**config.mk**
```make
export PLATFORM = sky130hd
export DESIGN_NAME = clg_ram
export DESIGN_NICKNAME = d
export VERILOG_FILES = /design/src/rtl/clg_ram.sv
export SDC_FILE = /design/constraint.sdc
export NUM_CORES = 1
export LEC_CHECK = 0
export BUFFER_PORTS_ARGS = -buffer_cell sky130_fd_sc_hd__buf_4
export CELL_PAD_IN_SITES_DETAIL_PLACEMENT = 0
export CELL_PAD_IN_SITES_GLOBAL_PLACEMENT = 1
export CORE_MARGIN = 2
export CORE_UTILIZATION = 50
export CTS_CLUSTER_SIZE = 24
export DETAILED_ROUTE_END_ITERATION = 10
export PLACE_DENSITY_LB_ADDON = 0.1
export SYNTH_ARGS = -nofsm -noshare
export SYNTH_HDL_FRONTEND = slang
export SYNTH_SLANG_ARGS = --single-unit
```
**constraint.sdc**
```tcl
create_clock -name clk_i -period 15.3 [get_ports clk_i]
set_clock_uncertainty 0.15 [all_clocks]
set_input_delay 4.59 -clock clk_i [delete_from_list [all_inputs] [get_ports clk_i]]
set_output_delay 4.59 -clock clk_i [all_outputs]
set_load 0.005 [all_outputs]
```
**src/rtl/clg_ram.sv**
```systemverilog
module clg_ram #(
  parameter int unsigned Width = 64,
  parameter int unsigned Depth = 8,
  localparam int unsigned AddrW = (Depth > 1) ? $clog2(Depth) : 1
) (
  input  logic             clk_i,
  input  logic             we_i,
  input  logic [AddrW-1:0] waddr_i,
  input  logic [Width-1:0] wdata_i,
  input  logic             re_i,
  input  logic [AddrW-1:0] raddr_a_i,
  input  logic [AddrW-1:0] raddr_b_i,
  output logic [Width-1:0] rdata_a_o,
  output logic [Width-1:0] rdata_b_o
);

  logic [Width-1:0] mem_q [Depth];

  // Read returns the old contents when read and write hit the same entry
  always_ff @(posedge clk_i) begin
    if (we_i) begin
      mem_q[waddr_i] <= wdata_i;
    end
    if (re_i) begin
      rdata_a_o <= mem_q[raddr_a_i];
      rdata_b_o <= mem_q[raddr_b_i];
    end
  end

endmodule

```
==> metrics.txt <==
status complete, no violations; clock root buffer clkbuf_16; Cell Area, Placed 29120 um2; Leak Pwr 10.20 nW; first-pass GRT wire length around 86000 um; CP Class input port to register; Post-Layout Cell Count approximately 2.1k; WP data required 15480 ps; Antenna Nets Post-Route 0; worst min path class register to register; cell taking the most area after synthesis edfxtp_1; Max Cap Viol 0; area of the core 53500 um2; number of library cell types mapped by synthesis 12; final setup fails 0; share of the synthesized area in the top cell type slightly above 70%; clock buffer depth 3; Remaining DRCs 0; Worst-Skew Late Latency 580 ps; DRT iter0 DRCs 913; crit path max fanout 46; antenna violations before repair 3; Synth Flop Type edfxtp_1; # Post-CTS Setup Buffers 0; 1st-pass router iterations 4; Fin. Hold Viols 0; vias in the first global route approximately 14k; Vias/cell 5.942; CP arrival 7710 ps; final worst path period share 49.25%; crit-path cells clkbuf_8 -> buf_4 -> buf_4 -> mux4_2 -> mux2_2; f_max between 0.1 and 0.15 GHz; min Tclk post-route 7535 ps; #FFs+latches synth 640; Mapped Nets 1183; share of layout cells above drive strength 1 51.30%; crit-path max cell delay between 800 and 900 ps; Slowest-stage cell, CP buf_4; Reg clk slew, reported paths 60 ps; Async S/R FF share, synth 0%; die area 55760 um2; wire per inst 27.78 um; Die H approximately 240 um; Tightest Pin Transition 1073 ps; post-synthesis average cell area 24.34 um2; CP Capture Type register; Total GRT Usage a little over a fifth; HPWL Detailed 30650 um; # IOs 204; cell class contributing the biggest share of worst-path delay buffers and inverters; Layout area overhead 15.88%; largest net degree at the start of global routing 78; CTS HTree Levels 3; setup_tns 0 ps; Die X 236.1 um; Post-synth EDFFs 640; clk sink count 640; vias 12.34k; Layout Nets 1406; Post-Syn Area 26940 um2; WP buf/inv 3; most instantiated library cell after synthesis edfxtp_1; slew margin rel. 28.47%; final WL between 50000 and 60000 um; Placed Instances 1957; Power Density between 100 and 150 nW/um2; ranking of synthesized cells by area edfxtp_1 (71%), mux4_2 (21%), mux2_2 (5.3%); peak supply drop a little over 0.09 mV; crit start category input port; CTS tree built; port buffer count 203; Rows 85; Crit path top cell by count buf_4; sequential area share after synthesis just over 70%; GPL Wtd Cong 0.7103; commonest cells in the synthesized netlist edfxtp_1 (640), mux4_2 (256), mux2_2 (128); RSZ-0062 raised after global routing no; Post-Syn Instances 1107; Starting Density 50.36%; global route overflow 0; post-CTS sizing 0; Ys Warns 0; Layout Cell Area excl Fill between 30000 and 40000 um2; max-slew violation count 0; Inserted Clock Buffers 67; cts hold-fix bufs 0
layout by cell type, fill, tap and decap left out:
cell type / Yosys / routed
clkbuf_16: 0 / 73
bufinv_16: 0 / 3
edfxtp_1: 640 / 640
clkbuf_8: 0 / 2
nor2_4: 0 / 6
diode_2: 0 / 1
buf_4: 6 / 219
clkbuf_1: 17 / 11
buf_6: 22 / 3
clkinv_1: 0 / 16
mux2_2: 128 / 128
clkinv_2: 0 / 15
nor3_2: 0 / 2
nand2b_1: 3 / 3
clkinv_4: 0 / 1
nand2_1: 2 / 2
mux4_2: 256 / 256
stage by stage:
stage                     setup slack (ps)  power [mW]  hold WS [ps]  utilization (%)
after global placement                7041       2.383         616.8            54.43
after floorplan                       5465       2.255         602.5                -
final                                 7765       3.895         627.1            58.36
after CTS                             7631       3.941         629.5            58.36
after global routing                  7406       4.035         651.9            58.36
after detailed placement              7014       2.389         621.4            54.43
final timing paths:
| check | from | endpoint | slack, ps | depth (start not counted) |
|---|---|---|---|---|
| setup reg to reg | mem_q[7][23] | rdata_a_o[23] | 13700 | 2 |
| setup / recovery | raddr_a_i[0] | rdata_a_o[34] | 7760 | 5 |
| hold reg to reg | mem_q[4][37] | rdata_b_o[37] | 630 | 2 |
| hold / removal | mem_q[4][37] | rdata_b_o[37] | 630 | 2 |
worst reg2reg max path, cell delays in order (launching register included):
cell,delay (ps)
edfxtp_1,380
mux4_2,480
mux2_2,320
state kept, by name, summed over array words and instances (netlist names):
register	cells
mem_q	512
rdata_b_o	64
rdata_a_o	64
power breakdown:
| part | internal [mW] | switching [mW] | total, mW | leakage, nW |
|---|---|---|---|---|
| registers | 2.02 | 0.0311 | 2.05 | 5.90 |
| logic | 0.161 | 0.136 | 0.297 | 3.25 |
| clock network | 0.913 | 0.636 | 1.55 | 1.04 |
cells by family (layout without fill, tap and decap cells):
family                 count (synthesis)  count (layout)  synth area share (%)
buffers and inverters                 70             343                 1.700
DFF                                  640             640                 71.33
muxes                                384             384                 26.75
other                                  0               1                     0
and+or+nand+nor                       13              13                0.2183
final cells by class:
class	count	area, um2
Sequential cell	640	19220
Antenna cell	1	2.502
Fill cell	3885	22280
Clock buffer	84	1868
Tap cell	696	870.8
Timing Repair Buffer	224	1705
Clock inverter	35	234.0
Multi-Input combinational cell	397	7321
layer usage:
layer	vias to the layer above	GRT usage, %	routed length, um
li1	5322	-	-
met1	6664	27.24	23080
met2	268	37.53	30890
met3	83	3.558	2463
met4	4	6.329	1227
met5	-	0	26
Note: power is estimated with default switching activity, not from simulation.
